===== src/sv/bbox_mask_rasterizer_assert.svh =====
// assertion macros for the bbox mask rasterizer
`ifndef BBOX_MASK_RASTERIZER_ASSERT_SVH
`define BBOX_MASK_RASTERIZER_ASSERT_SVH

// same-cycle implication, sampled on clk, off during reset
`define BMR_ASSERT_NOW(name, ante, cons, msg) \
    name: assert property (@(posedge clk) disable iff (!rst_n) (ante) |-> (cons)) \
        else $error(msg);

// next-cycle implication, sampled on clk, off during reset
`define BMR_ASSERT_NEXT(name, ante, cons, msg) \
    name: assert property (@(posedge clk) disable iff (!rst_n) (ante) |=> (cons)) \
        else $error(msg);

`endif


===== src/sv/bmr_pkg.sv =====
// types, constants and helpers shared by the bbox mask rasterizer
package bmr_pkg;

    localparam int MAX_COLUMNS   = 64;
    localparam int MAX_ROWS      = 64;
    localparam int MAX_GRID_SIDE = 8;

    // divider sizing: numerator is (edge) * map dimension < 2^22, divisor is an image size
    localparam int NUM_W  = 22;
    localparam int DEN_W  = 16;
    localparam int STEP_W = $clog2(NUM_W + 1);
    localparam int LANES  = 4;

    localparam int QUEUE_DEPTH = 2;
    localparam int QPTR_W      = (QUEUE_DEPTH > 1) ? $clog2(QUEUE_DEPTH) : 1;
    localparam int QCNT_W      = $clog2(QUEUE_DEPTH + 1);

    typedef enum logic [1:0] {
        CFG_MAP_COLUMNS = 2'd0,
        CFG_MAP_ROWS    = 2'd1,
        CFG_GRID_SIDE   = 2'd2,
        CFG_DRAW_MODE   = 2'd3
    } cfg_reg_t;

    localparam logic MODE_AREA   = 1'b0;
    localparam logic MODE_CENTER = 1'b1;

    typedef struct packed {
        logic [15:0] image_columns;
        logic [15:0] image_rows;
        logic [2:0]  cell_row;
        logic [2:0]  cell_col;
        logic [15:0] left_edge;
        logic [15:0] top_edge;
        logic [15:0] right_edge;
        logic [15:0] bottom_edge;
    } box_item_t;

    typedef struct packed {
        logic [5:0]  row_number;
        logic [5:0]  channel_number;
        logic [63:0] row_mask;
        logic        out_of_range;
        logic        last_row;
    } row_item_t;

    // clamped configuration seen by the datapath
    typedef struct packed {
        logic [6:0] mc;
        logic [6:0] mr;
        logic [3:0] gs;
        logic       mode;
    } cfg_t;

    // classified box handed from front to back
    typedef struct packed {
        logic [5:0]  ch;
        logic        bad;
        logic [6:0]  y0;
        logic [6:0]  y1;
        logic [63:0] mask;
    } qent_t;

    function automatic logic [6:0] clamp_map(input logic [6:0] v, input logic [6:0] maxv);
        logic [6:0] r;
        if (v == 7'd0)
        begin
            r = 7'd1;
        end
        else if (v > maxv)
        begin
            r = maxv;
        end
        else
        begin
            r = v;
        end
        return r;
    endfunction

    function automatic logic [3:0] clamp_grid(input logic [3:0] v);
        logic [3:0] r;
        if (v == 4'd0)
        begin
            r = 4'd1;
        end
        else if (v > 4'(MAX_GRID_SIDE))
        begin
            r = 4'(MAX_GRID_SIDE);
        end
        else
        begin
            r = v;
        end
        return r;
    endfunction

endpackage


===== src/sv/bmr_div.sv =====
// restoring divider, one quotient bit per cycle
module bmr_div (
    input  logic                      clk,
    input  logic                      rst_n,
    input  logic                      start,
    input  logic [bmr_pkg::NUM_W-1:0] numer,
    input  logic [bmr_pkg::DEN_W-1:0] denom,
    output logic                      running,
    output logic [bmr_pkg::NUM_W-1:0] quot
);
    import bmr_pkg::*;

    logic [NUM_W-1:0]  work_reg;
    logic [NUM_W-1:0]  work_next;
    logic [DEN_W-1:0]  rem_reg;
    logic [DEN_W-1:0]  rem_next;
    logic [DEN_W-1:0]  denom_reg;
    logic [STEP_W-1:0] count_reg;
    logic [STEP_W-1:0] count_next;
    logic [DEN_W:0]    shifted;
    logic [DEN_W:0]    diff;
    logic              fits;

    assign running = (count_reg != '0);
    assign quot    = work_reg;

    always_comb
    begin
        shifted    = {rem_reg, work_reg[NUM_W-1]};
        fits       = (shifted >= {1'b0, denom_reg});
        diff       = shifted - {1'b0, denom_reg};
        rem_next   = fits ? diff[DEN_W-1:0] : shifted[DEN_W-1:0];
        work_next  = {work_reg[NUM_W-2:0], fits};
        count_next = count_reg - STEP_W'(1);
    end

    always_ff @(posedge clk or negedge rst_n)
    begin
        if (!rst_n)
        begin
            count_reg <= '0;
        end
        else if (start)
        begin
            count_reg <= STEP_W'(NUM_W);
        end
        else if (running)
        begin
            count_reg <= count_next;
        end
    end

    always_ff @(posedge clk)
    begin
        if (start)
        begin
            work_reg  <= numer;
            rem_reg   <= '0;
            denom_reg <= denom;
        end
        else if (running)
        begin
            work_reg <= work_next;
            rem_reg  <= rem_next;
        end
    end

endmodule


===== src/sv/bmr_front.sv =====
// front end: takes box items, scales the edges and classifies them into queue entries
module bmr_front (
    input  logic               clk,
    input  logic               rst_n,
    input  bmr_pkg::cfg_t      cfg,
    input  logic               box_valid,
    output logic               box_ready,
    input  bmr_pkg::box_item_t box,
    output logic               push_valid,
    input  logic               push_ready,
    output bmr_pkg::qent_t     push_data
);
    import bmr_pkg::*;

    // multiply stage
    logic             a_valid_reg;
    logic             a_valid_next;
    logic [NUM_W-1:0] a_num_reg [LANES];
    logic [DEN_W-1:0] a_den_x_reg;
    logic [DEN_W-1:0] a_den_y_reg;
    logic [5:0]       a_ch_reg;
    logic             a_bad_reg;

    // divide stage
    logic             d_valid_reg;
    logic             d_valid_next;
    logic [5:0]       d_ch_reg;
    logic             d_bad_reg;

    logic             accept;
    logic             launch;
    logic             div_done;
    logic [LANES-1:0] lane_running;
    logic [NUM_W-1:0] quot [LANES];

    logic [15:0]      opnd [LANES];
    logic [6:0]       scale [LANES];
    logic [NUM_W-1:0] num [LANES];
    logic [DEN_W-1:0] img_w;
    logic [DEN_W-1:0] img_h;
    logic [16:0]      sum_x;
    logic [16:0]      sum_y;
    logic [6:0]       ch_full;
    logic [6:0]       ch_count;

    logic [6:0]       sx;
    logic [6:0]       ex;
    logic [6:0]       sy;
    logic [6:0]       ey;
    logic             center_off;
    qent_t            ent;

    function automatic logic [15:0] edge_less_one(input logic [15:0] e);
        return (e == 16'd0) ? 16'd0 : (e - 16'd1);
    endfunction

    function automatic logic [6:0] clamp_q(input logic [NUM_W-1:0] q, input logic [6:0] m);
        return (q > NUM_W'(m)) ? m : q[6:0];
    endfunction

    assign launch    = a_valid_reg && (!d_valid_reg || (div_done && push_ready));
    assign box_ready = !a_valid_reg || launch;
    assign accept    = box_valid && box_ready;
    assign div_done  = d_valid_reg && (lane_running == '0);

    // operand selection and scaling multiply
    always_comb
    begin
        img_w = (box.image_columns == 16'd0) ? 16'd1 : box.image_columns;
        img_h = (box.image_rows == 16'd0) ? 16'd1 : box.image_rows;
        sum_x = {1'b0, box.left_edge} + {1'b0, box.right_edge};
        sum_y = {1'b0, box.top_edge} + {1'b0, box.bottom_edge};
        if (cfg.mode == MODE_CENTER)
        begin
            opnd[0] = sum_x[16:1];
            opnd[2] = sum_y[16:1];
        end
        else
        begin
            opnd[0] = edge_less_one(box.left_edge);
            opnd[2] = edge_less_one(box.top_edge);
        end
        opnd[1]  = edge_less_one(box.right_edge);
        opnd[3]  = edge_less_one(box.bottom_edge);
        scale[0] = cfg.mc;
        scale[1] = cfg.mc;
        scale[2] = cfg.mr;
        scale[3] = cfg.mr;
        for (int i = 0; i < LANES; i++)
        begin
            num[i] = NUM_W'(opnd[i]) * NUM_W'(scale[i]);
        end
        ch_full  = 7'(box.cell_row) * 7'(cfg.gs) + 7'(box.cell_col);
        ch_count = 7'(cfg.gs) * 7'(cfg.gs);
    end

    always_comb
    begin
        a_valid_next = a_valid_reg;
        if (accept)
        begin
            a_valid_next = 1'b1;
        end
        else if (launch)
        begin
            a_valid_next = 1'b0;
        end
        d_valid_next = d_valid_reg;
        if (launch)
        begin
            d_valid_next = 1'b1;
        end
        else if (div_done && push_ready)
        begin
            d_valid_next = 1'b0;
        end
    end

    always_ff @(posedge clk or negedge rst_n)
    begin
        if (!rst_n)
        begin
            a_valid_reg <= 1'b0;
            d_valid_reg <= 1'b0;
        end
        else
        begin
            a_valid_reg <= a_valid_next;
            d_valid_reg <= d_valid_next;
        end
    end

    always_ff @(posedge clk)
    begin
        if (accept)
        begin
            for (int i = 0; i < LANES; i++)
            begin
                a_num_reg[i] <= num[i];
            end
            a_den_x_reg <= img_w;
            a_den_y_reg <= img_h;
            a_ch_reg    <= ch_full[5:0];
            a_bad_reg   <= (ch_full >= ch_count);
        end
        if (launch)
        begin
            d_ch_reg  <= a_ch_reg;
            d_bad_reg <= a_bad_reg;
        end
    end

    for (genvar g = 0; g < LANES; g++)
    begin : g_lane
        bmr_div u_div (
            .clk     (clk),
            .rst_n   (rst_n),
            .start   (launch),
            .numer   (a_num_reg[g]),
            .denom   ((g < 2) ? a_den_x_reg : a_den_y_reg),
            .running (lane_running[g]),
            .quot    (quot[g])
        );
    end

    // classify the scaled box into a row range and a column mask
    always_comb
    begin
        sx         = clamp_q(quot[0], cfg.mc);
        ex         = clamp_q(quot[1], cfg.mc);
        sy         = clamp_q(quot[2], cfg.mr);
        ey         = clamp_q(quot[3], cfg.mr);
        center_off = (quot[0] >= NUM_W'(cfg.mc)) || (quot[2] >= NUM_W'(cfg.mr));
        ent.ch     = d_ch_reg;
        if (cfg.mode == MODE_CENTER)
        begin
            ent.bad = d_bad_reg || center_off;
            ent.y0  = quot[2][6:0];
            ent.y1  = quot[2][6:0] + 7'd1;
            for (int x = 0; x < 64; x++)
            begin
                ent.mask[x] = (quot[0] == NUM_W'(x));
            end
        end
        else
        begin
            ent.bad = d_bad_reg;
            ent.y0  = sy;
            ent.y1  = ey;
            for (int x = 0; x < 64; x++)
            begin
                ent.mask[x] = (7'(x) >= sx) && (7'(x) < ex);
            end
        end
    end

    assign push_valid = div_done;
    assign push_data  = ent;

endmodule


===== src/sv/bmr_queue.sv =====
// short queue of classified boxes between front and back
module bmr_queue (
    input  logic           clk,
    input  logic           rst_n,
    input  logic           push_valid,
    output logic           push_ready,
    input  bmr_pkg::qent_t push_data,
    output logic           pop_valid,
    input  logic           pop_ready,
    output bmr_pkg::qent_t pop_data
);
    import bmr_pkg::*;

    qent_t             slot_reg [QUEUE_DEPTH];
    logic [QPTR_W-1:0] wr_ptr_reg;
    logic [QPTR_W-1:0] wr_ptr_next;
    logic [QPTR_W-1:0] rd_ptr_reg;
    logic [QPTR_W-1:0] rd_ptr_next;
    logic [QCNT_W-1:0] count_reg;
    logic [QCNT_W-1:0] count_next;
    logic              do_push;
    logic              do_pop;

    function automatic logic [QPTR_W-1:0] bump(input logic [QPTR_W-1:0] p);
        return (p == QPTR_W'(QUEUE_DEPTH - 1)) ? '0 : (p + QPTR_W'(1));
    endfunction

    assign push_ready = (count_reg != QCNT_W'(QUEUE_DEPTH));
    assign pop_valid  = (count_reg != '0);
    assign pop_data   = slot_reg[rd_ptr_reg];
    assign do_push    = push_valid && push_ready;
    assign do_pop     = pop_valid && pop_ready;

    always_comb
    begin
        wr_ptr_next = do_push ? bump(wr_ptr_reg) : wr_ptr_reg;
        rd_ptr_next = do_pop ? bump(rd_ptr_reg) : rd_ptr_reg;
        count_next  = count_reg;
        if (do_push && !do_pop)
        begin
            count_next = count_reg + QCNT_W'(1);
        end
        else if (do_pop && !do_push)
        begin
            count_next = count_reg - QCNT_W'(1);
        end
    end

    always_ff @(posedge clk or negedge rst_n)
    begin
        if (!rst_n)
        begin
            wr_ptr_reg <= '0;
            rd_ptr_reg <= '0;
            count_reg  <= '0;
        end
        else
        begin
            wr_ptr_reg <= wr_ptr_next;
            rd_ptr_reg <= rd_ptr_next;
            count_reg  <= count_next;
        end
    end

    always_ff @(posedge clk)
    begin
        if (do_push)
        begin
            slot_reg[wr_ptr_reg] <= push_data;
        end
    end

endmodule


===== src/sv/bmr_back.sv =====
// back end: walks the map rows of one classified box and drives the output register
module bmr_back (
    input  logic               clk,
    input  logic               rst_n,
    input  bmr_pkg::cfg_t      cfg,
    input  logic               pop_valid,
    output logic               pop_ready,
    input  bmr_pkg::qent_t     pop_data,
    output logic               row_valid,
    input  logic               row_ready,
    output bmr_pkg::row_item_t row
);
    import bmr_pkg::*;

    logic      cur_valid_reg;
    logic      cur_valid_next;
    qent_t     cur_reg;
    logic [5:0] row_cnt_reg;
    logic [5:0] row_cnt_next;
    logic      out_valid_reg;
    logic      out_valid_next;
    row_item_t out_reg;
    row_item_t out_next;
    logic      load;
    logic      at_last;
    logic      in_band;

    assign load      = cur_valid_reg && (!out_valid_reg || row_ready);
    assign at_last   = (7'(row_cnt_reg) == (cfg.mr - 7'd1));
    assign pop_ready = !cur_valid_reg || (load && at_last);
    assign in_band   = (7'(row_cnt_reg) >= cur_reg.y0) && (7'(row_cnt_reg) < cur_reg.y1);

    always_comb
    begin
        out_next.row_number     = row_cnt_reg;
        out_next.channel_number = cur_reg.ch;
        out_next.row_mask       = (!cur_reg.bad && in_band) ? cur_reg.mask : '0;
        out_next.out_of_range   = cur_reg.bad;
        out_next.last_row       = at_last;

        cur_valid_next = cur_valid_reg;
        row_cnt_next   = row_cnt_reg;
        if (pop_valid && pop_ready)
        begin
            cur_valid_next = 1'b1;
            row_cnt_next   = '0;
        end
        else if (load)
        begin
            cur_valid_next = !at_last;
            row_cnt_next   = row_cnt_reg + 6'd1;
        end

        out_valid_next = out_valid_reg;
        if (load)
        begin
            out_valid_next = 1'b1;
        end
        else if (row_ready)
        begin
            out_valid_next = 1'b0;
        end
    end

    always_ff @(posedge clk or negedge rst_n)
    begin
        if (!rst_n)
        begin
            cur_valid_reg <= 1'b0;
            row_cnt_reg   <= '0;
            out_valid_reg <= 1'b0;
        end
        else
        begin
            cur_valid_reg <= cur_valid_next;
            row_cnt_reg   <= row_cnt_next;
            out_valid_reg <= out_valid_next;
        end
    end

    always_ff @(posedge clk)
    begin
        if (pop_valid && pop_ready)
        begin
            cur_reg <= pop_data;
        end
        if (load)
        begin
            out_reg <= out_next;
        end
    end

    assign row_valid = out_valid_reg;
    assign row       = out_reg;

endmodule


===== src/sv/bbox_mask_rasterizer.sv =====
// bounding box to channel mask rasterizer, one map row per output item
// overlap: the front can take a new box while the 22-step divider and the row emitter work on
// earlier boxes; the row emitter sends one row per cycle while row_ready holds high
// reset: map 64 by 64, grid side 1, area mode; queue and all stages empty, no clearing pass
`include "bbox_mask_rasterizer_assert.svh"

module bbox_mask_rasterizer (
    input  logic               clk,
    input  logic               rst_n,
    input  logic               cfg_valid,
    output logic               cfg_ready,
    input  logic [1:0]         cfg_index,
    input  logic [6:0]         cfg_data,
    input  logic               box_valid,
    output logic               box_ready,
    input  bmr_pkg::box_item_t box,
    output logic               row_valid,
    input  logic               row_ready,
    output bmr_pkg::row_item_t row
);
    import bmr_pkg::*;

    logic [6:0] map_columns_reg;
    logic [6:0] map_rows_reg;
    logic [3:0] grid_side_reg;
    logic       draw_mode_reg;
    cfg_t       cfg;

    logic       push_valid;
    logic       push_ready;
    qent_t      push_data;
    logic       pop_valid;
    logic       pop_ready;
    qent_t      pop_data;

    assign cfg_ready = 1'b1;

    always_ff @(posedge clk or negedge rst_n)
    begin
        if (!rst_n)
        begin
            map_columns_reg <= 7'(MAX_COLUMNS);
            map_rows_reg    <= 7'(MAX_ROWS);
            grid_side_reg   <= 4'd1;
            draw_mode_reg   <= MODE_AREA;
        end
        else if (cfg_valid && cfg_ready)
        begin
            unique case (cfg_index)
                CFG_MAP_COLUMNS: map_columns_reg <= cfg_data;
                CFG_MAP_ROWS:    map_rows_reg    <= cfg_data;
                CFG_GRID_SIDE:   grid_side_reg   <= cfg_data[3:0];
                CFG_DRAW_MODE:   draw_mode_reg   <= cfg_data[0];
                default:         draw_mode_reg   <= draw_mode_reg;
            endcase
        end
    end

    always_comb
    begin
        cfg.mc   = clamp_map(map_columns_reg, 7'(MAX_COLUMNS));
        cfg.mr   = clamp_map(map_rows_reg, 7'(MAX_ROWS));
        cfg.gs   = clamp_grid(grid_side_reg);
        cfg.mode = draw_mode_reg;
    end

    bmr_front u_front (
        .clk        (clk),
        .rst_n      (rst_n),
        .cfg        (cfg),
        .box_valid  (box_valid),
        .box_ready  (box_ready),
        .box        (box),
        .push_valid (push_valid),
        .push_ready (push_ready),
        .push_data  (push_data)
    );

    bmr_queue u_queue (
        .clk        (clk),
        .rst_n      (rst_n),
        .push_valid (push_valid),
        .push_ready (push_ready),
        .push_data  (push_data),
        .pop_valid  (pop_valid),
        .pop_ready  (pop_ready),
        .pop_data   (pop_data)
    );

    bmr_back u_back (
        .clk       (clk),
        .rst_n     (rst_n),
        .cfg       (cfg),
        .pop_valid (pop_valid),
        .pop_ready (pop_ready),
        .pop_data  (pop_data),
        .row_valid (row_valid),
        .row_ready (row_ready),
        .row       (row)
    );

    `BMR_ASSERT_NOW(a_flag_clears_mask, row_valid && row.out_of_range, row.row_mask == 64'd0, "mask set on out of range item")
    `BMR_ASSERT_NOW(a_last_row_at_end, row_valid && row.last_row, 7'(row.row_number) == (cfg.mr - 7'd1), "last row flag on wrong row")
    `BMR_ASSERT_NEXT(a_rows_continue, row_valid && row_ready && !row.last_row, row_valid && (row.row_number == $past(row.row_number) + 6'd1), "row sequence broken")

endmodule

===== config.mk =====
export PLATFORM = sky130hd
export DESIGN_NAME = bbox_mask_rasterizer
export DESIGN_NICKNAME = d
export VERILOG_FILES = /design/src/sv/bmr_pkg.sv /design/src/sv/bmr_div.sv /design/src/sv/bmr_front.sv /design/src/sv/bmr_queue.sv /design/src/sv/bmr_back.sv /design/src/sv/bbox_mask_rasterizer.sv
export VERILOG_INCLUDE_DIRS = /design/src /design/src/sv
export SDC_FILE = /design/constraint.sdc
export NUM_CORES = 2
export LEC_CHECK = 0
export BUFFER_PORTS_ARGS = -buffer_cell sky130_fd_sc_hd__clkbuf_2
export CELL_PAD_IN_SITES_DETAIL_PLACEMENT = 1
export CELL_PAD_IN_SITES_GLOBAL_PLACEMENT = 1
export CORE_ASPECT_RATIO = 0.8
export CORE_MARGIN = 10
export CORE_UTILIZATION = 30
export DETAILED_ROUTE_END_ITERATION = 7
export PLACE_DENSITY_LB_ADDON = 0.1
export SETUP_SLACK_MARGIN = 0.4
export SLEW_MARGIN = 20
export SYNTH_ARGS = -nofsm -noshare
export SYNTH_HDL_FRONTEND = slang
export SYNTH_SLANG_ARGS = --single-unit

===== constraint.sdc =====
create_clock -name clk -period 6.2 [get_ports clk]
set_input_delay 0.93 -clock clk [delete_from_list [all_inputs] [get_ports clk]]
set_output_delay 0.93 -clock clk [all_outputs]
set_load 0.02 [all_outputs]

# After elaboration in Yosys (flattened, before gate mapping)
# Memory sizes are Yosys's and may differ from the RTL's. A register that Yosys moved wholly into a read port is not among the register bits.
# Index checks and enable logic that the tools add are counted.
[op_classes]
add_sub_neg = 22
mul = 6
magnitude_cmp = 144
n_eq_ne = 68
muxes = 55
n_reduce_logical = 119
[ops]
columns = ["operator", "count"]
rows = [
  ["equality test 22 x 6 -> 1 bit, second input constant", 32],
  ["equality test 22 x 5 -> 1 bit, second input constant", 16],
  [">= comparator 6 x 7 -> 1 bit, first input constant", 32],
  ["less-than comparator 6 x 7 -> 1 bit, first input constant", 32],
  ["equality test 22 x 4 -> 1 bit, second input constant", 8],
  ["two-way mux 22 bit", 8],
  ["two-way mux 16 bit", 10],
  [">= comparator 5 x 7 -> 1 bit, first input constant", 16],
  ["less-than comparator 5 x 7 -> 1 bit, first input constant", 16],
  ["logical NOT 16 bit", 6],
  ["equality test 22 x 3 -> 1 bit, second input constant", 4],
  ["> comparator 22 x 7 -> 1 bit", 4],
  ["multiplier 16 x 7 -> 22 bit", 4],
  ["two-way mux 79 bit", 1],
  ["logical AND 1 bit", 75],
  [">= comparator 17 x 16 -> 1 bit", 4],
  ["subtractor 16 x 1 -> 16 bit, second input constant", 4],
  ["subtractor 16 bit", 4],
  [">= comparator 4 x 7 -> 1 bit, first input constant", 8],
  ["less-than comparator 4 x 7 -> 1 bit, first input constant", 8],
  ["two-way mux 7 bit", 8],
  ["equality test 22 x 2 -> 1 bit, second input constant", 2],
  [">= comparator 22 x 7 -> 1 bit", 2],
  ["two-way mux 5 bit", 8],
  ["other kinds (40)", 102],
]
[totals]
register_bits = 361
ramBits = 258
input_bits = 116
out_inout_bits = 81
wordCells = 453
n_memories = 2
[memory_table]
columns = ["name", "words", "width", "rd", "rd_ports_with_merged_regs", "wr", "line", "source"]
rows = [
  ["u_queue.slot_reg", 2, 85, 1, 1, 1, "bmr_queue.sv:14", "qent_t slot_reg [QUEUE_DEPTH];"],
  ["u_front.a_num_reg", 4, 22, 4, 0, 4, "bmr_front.sv:18", "logic [NUM_W-1:0] a_num_reg [LANES];"],
]

# Longest topological paths before layout
[depth]
depth_word = 11
mapped_depth = 27
ltp_nobuf = 26

# Cells and area by module
# Synthesis repeated with hierarchy kept, for this count alone.
[hier_totals]
cells_unflattened = 4971
hier_area_um2 = 53074.7
[modules_own_cells]
columns = ["module", "n_inst", "cells_each", "area_per_inst_um2", "seq_area_each_um2"]
rows = [
  ["bmr_front", 1, 2975, 25370.6, 4073.9],
  ["bmr_div", 4, 323, 3385.7, 1586.5],
  ["bmr_back", 1, 354, 6739.0, 5094.9],
  ["bmr_queue", 1, 283, 6532.5, 5205.0],
  ["bbox_mask_rasterizer", 1, 67, 889.6, 479.2],
]

# Worst setup path before layout
# No wires, ideal clock.
[synth_path]
path_kind = "in2reg"
from = "input box[33] in the netlist's numbering"
to = "memory u_front.a_num_reg[2][20], data pin"
setup_ps = 257
arrival_ps = 6705
t_required_ps = 5943
path_slack_ps = -762
stages = 24
n_path_buf = 1
cell_sequence = "inv_1 -> ha_1 -> nand2b_1 -> nor4_2 -> nand3_1 -> nor4_1 -> clkbuf_1 -> nor3_1 -> a21oi_1 -> nor2_1 -> fa_1 -> fa_1 -> fa_1 -> inv_1 -> fa_1 -> inv_1 -> ha_1 -> or2_2 -> a21oi_1 -> a21oi_1 -> a211oi_1 -> o311ai_0 -> o41a_1 -> xor2_1"
[synth_lines]
columns = ["item", "line", "source"]
rows = [
  ["start: declaration", "bbox_mask_rasterizer.sv:16", "input bmr_pkg::box_item_t box,"],
  ["end: declaration", "bmr_front.sv:18", ""],
]

==> results.py <==
metrics = {
    "finish": {
        "regArea_sq_um": 20200,
        "final_nets": 6255,
        "final.fill_count": 18100,
        "largest_reg_flops": 170,
        "synthToLayoutAreaGrowth_pct": 27.4,
        "drive_above_1_share_pct": 27.6,
        "multi_input_area_sq_um": 29000,
        "fin_util_pct": 38.6,
        "fin_area_sq_um": 62700,
    },
    "yosys": {
        "synth_edf_count": 587,
        "ys_ff_latch": 704,
        "synth_top_area_share_pct": 35.8,
        "ys_warn_count": 0,
        "yosysTopAreaCell": "edfxtp_1",
        "async_flop_share_pct": 7.53,
        "netlist_instances": 4817,
        "ys.flop_type": "edfxtp_1",
        "synth.area.top_cells": "edfxtp_1 36%, fa_1 12%, ha_1 8.2%",
        "yosysMostFrequentCell": "edfxtp_1",
        "yosysSeqAreaShare_pct": 41.1,
        "syn_area_sq_um": 49200,
        "synth_area_per_cell_sq_um": 10.2,
        "synth_common_cells": "587 x edfxtp_1, 505 x nand2_1, 498 x nor2_1",
        "ys_types": 100,
    },
    "die": {
        "die_area_sq_um": 181000,
        "initial_core_util_pct": 30.3,
        "core_sq_um": 163000,
        "die_h_um": 382,
        "num_rows": 132,
        "pin_count": 197,
        "die_width_um": 473,
    },
    "power": {
        "power.leakage_uw": 0.0264,
        "ir_drop_mv": 0.249,
        "seq_power_share_pct": 24.8,
        "swShare_pct": 40.5,
        "internal_power_uw": 17500,
        "p_sw_uw": 11900,
        "power_density_nw_per_um2": 469,
        "clkPwrFrac_pct": 16.9,
        "comb_power_share_pct": 58.3,
    },
    "clocking": {
        "cts_tree": "yes",
        "htree_levels": 3,
        "cts_made_buffers": 85,
        "clock-sinks": 704,
        "clk_pin_slew_ns": 0.06,
        "clk_latency_ns": 0.69,
        "clockRootBuffer": "clkbuf_16",
        "clk_path_buf_depth": 3,
    },
    "setup_path": {
        "critPathMaxFanout": 7,
        "path_common_cell": "fa_1",
        "r2r_slack_ns": 0.56,
        "rr_worst_depth": 18,
        "cp_data_arrival_time_ns": 6.60,
        "r2r_end": "u_front.a_num_reg[1][19]$_DFFE_PP_",
        "cp-start-kind": "input pin",
        "cp-end-kind": "flop",
        "cp.required_ns": 6.62,
        "crit_type": "in2reg",
        "crit_slowest_cell": "fa_1",
        "r2r-start": "map_columns_reg[6]$_DFFE_PN1P_",
        "max_stage_delay_ns": 0.56,
    },
    "timing": {
        "rsz0062_at_grt": "true",
        "max_slew.worst_pin.slew_ns": 1.04,
        "tns_ns": 0,
        "timing.fmax_ghz": 0.162,
        "relSlewSlack_pct": 30.6,
        "finClkSkew_ns": 0.0321,
        "hold_viol_final": 0,
        "finalCritPeriodShare_pct": 99.7,
        "report.final.slew_viol_count": 0,
        "min_period_ns": 6.18,
        "setup_viol": 0,
    },
    "global_routing": {
        "grt_max_degree": 103,
        "grt_pass1_vias": 39800,
        "grt_pass1_wl_um": 242000,
        "grt_usage_pct": 16.8,
        "grt_overflow": 0,
        "antenna_found_initial": 10,
    },
    "placement": {
        "hpwl_um": 119000,
        "dpl-instance-area_sq_um": 57500,
        "globalplace.congestion": 0.870,
        "io_buffers": 195,
    },
    "outcome": {
        "status": "finished clean",
    },
    "routing": {
        "vias_per_cell": 4.89,
        "wl_per_cell_um": 20.1,
        "drc": 0,
        "drtPass1Iterations": 5,
        "drt-initial-drc-count": 1899,
        "ant_nets": 0,
        "routed_wl_um": 156000,
        "via_count": 37900,
    },
    "run": {
        "cap_violations": 0,
    },
    "worst_hold_path": {
        "holdCritPathClass": "in2async",
    },
}
metrics by stage:
step	std cells	total power, uW	hold WS (ns)	worst slack (ns)
5_1_grt	7751	32000	0.399	-0.187
6_report	7751	29400	0.410	0.0171
3_3_place_gp	7488	22800	0.401	-0.927
2_1_floorplan	4818	17600	0.400	-0.360
4_1_cts	7691	29000	0.367	0.113
3_5_place_dp	7488	23000	0.405	-0.977
worst max path at each step:
stage               slack (ns)    start  cells past startpoint                                 end
floorplan                -0.36  box[33]                     23  u_front.a_num_reg[2][21]$_DFFE_PP_
global route             -0.19   box[5]                     25  u_front.a_num_reg[2][21]$_DFFE_PP_
CTS                       0.11   box[1]                     25  u_front.a_num_reg[2][21]$_DFFE_PP_
detailed placement       -0.98  box[33]                     26  u_front.a_num_reg[2][20]$_DFFE_PP_
finish                    0.02  box[32]                     26  u_front.a_num_reg[2][21]$_DFFE_PP_
global placement         -0.93  box[33]                     25  u_front.a_num_reg[2][21]$_DFFE_PP_
power groups by stage:
stage / logic (uW) / registers [uW] / clock network, uW
2_1_floorplan: 10600 / 7010 / 0
3_3_place_gp: 15400 / 7350 / 0
3_5_place_dp: 15700 / 7370 / 0
4_1_cts: 16500 / 7280 / 5150
5_1_grt: 19300 / 7390 / 5330
6_report: 17100 / 7280 / 4970
per-layer routing:
metal / vias up / GRT usage, % / routed length (um)
met3: 150 / 1.98 / 5230
met1: 19000 / 25.7 / 81400
met5: - / 0 / 7
li1: 18200 / - / -
met4: 2 / 3.50 / 2400
met2: 554 / 25.2 / 66600
cell usage in the layout, fill, tap and decap left out, types with 127 or more instances in the layout:
master	count
ha_1	274
mux2_2	127
clkbuf_2	182
edfxtp_1	587
nor2_1	435
nand2_1	484
a21oi_1	173
inv_1	375
buf_4	566
o21ai_0	167
xnor2_1	139
fa_1	273
kinds of logic after synthesis:
family | share of synthesized area (%)
adders and majority gates | 19.7
DFF | 41.1
muxes | 3.94
other | 0.0153
buffers and inverters | 4.93
and+or+nand+nor | 16.1
AOI/OAI and AO/OA | 10.4
xor gates and xnor gates | 3.84
critical path: cells and delay by family:
kind | cells | cell delay (ns)
XOR/XNOR | 2 | 0.27
AND/OR/NAND/NOR | 3 | 0.52
adder cells (fa/ha/maj) | 5 | 2.17
buffers and inverters | 7 | 0.80
AO/OA/AOI/OAI | 9 | 1.90
repair_timing:
action,CTS,global route
gates resized for setup,147,219
endpoints found under the setup margin,29,39
hold buffers,0,0
setup buffers,43,58
pin swaps,96,134
cloned,1,0
layout make-up:
type | instances | area share (%)
clock inverters | 50 | 0.828
well taps | 2144 | 4.28
flip-flops and latches | 704 | 32.3
repair buffers | 839 | 10.2
inverters | 418 | 2.55
diodes | 2 | 0.00798
clock buffers | 109 | 3.62
multi-input cells | 3485 | 46.2
Power figures use the tool's default switching activity.
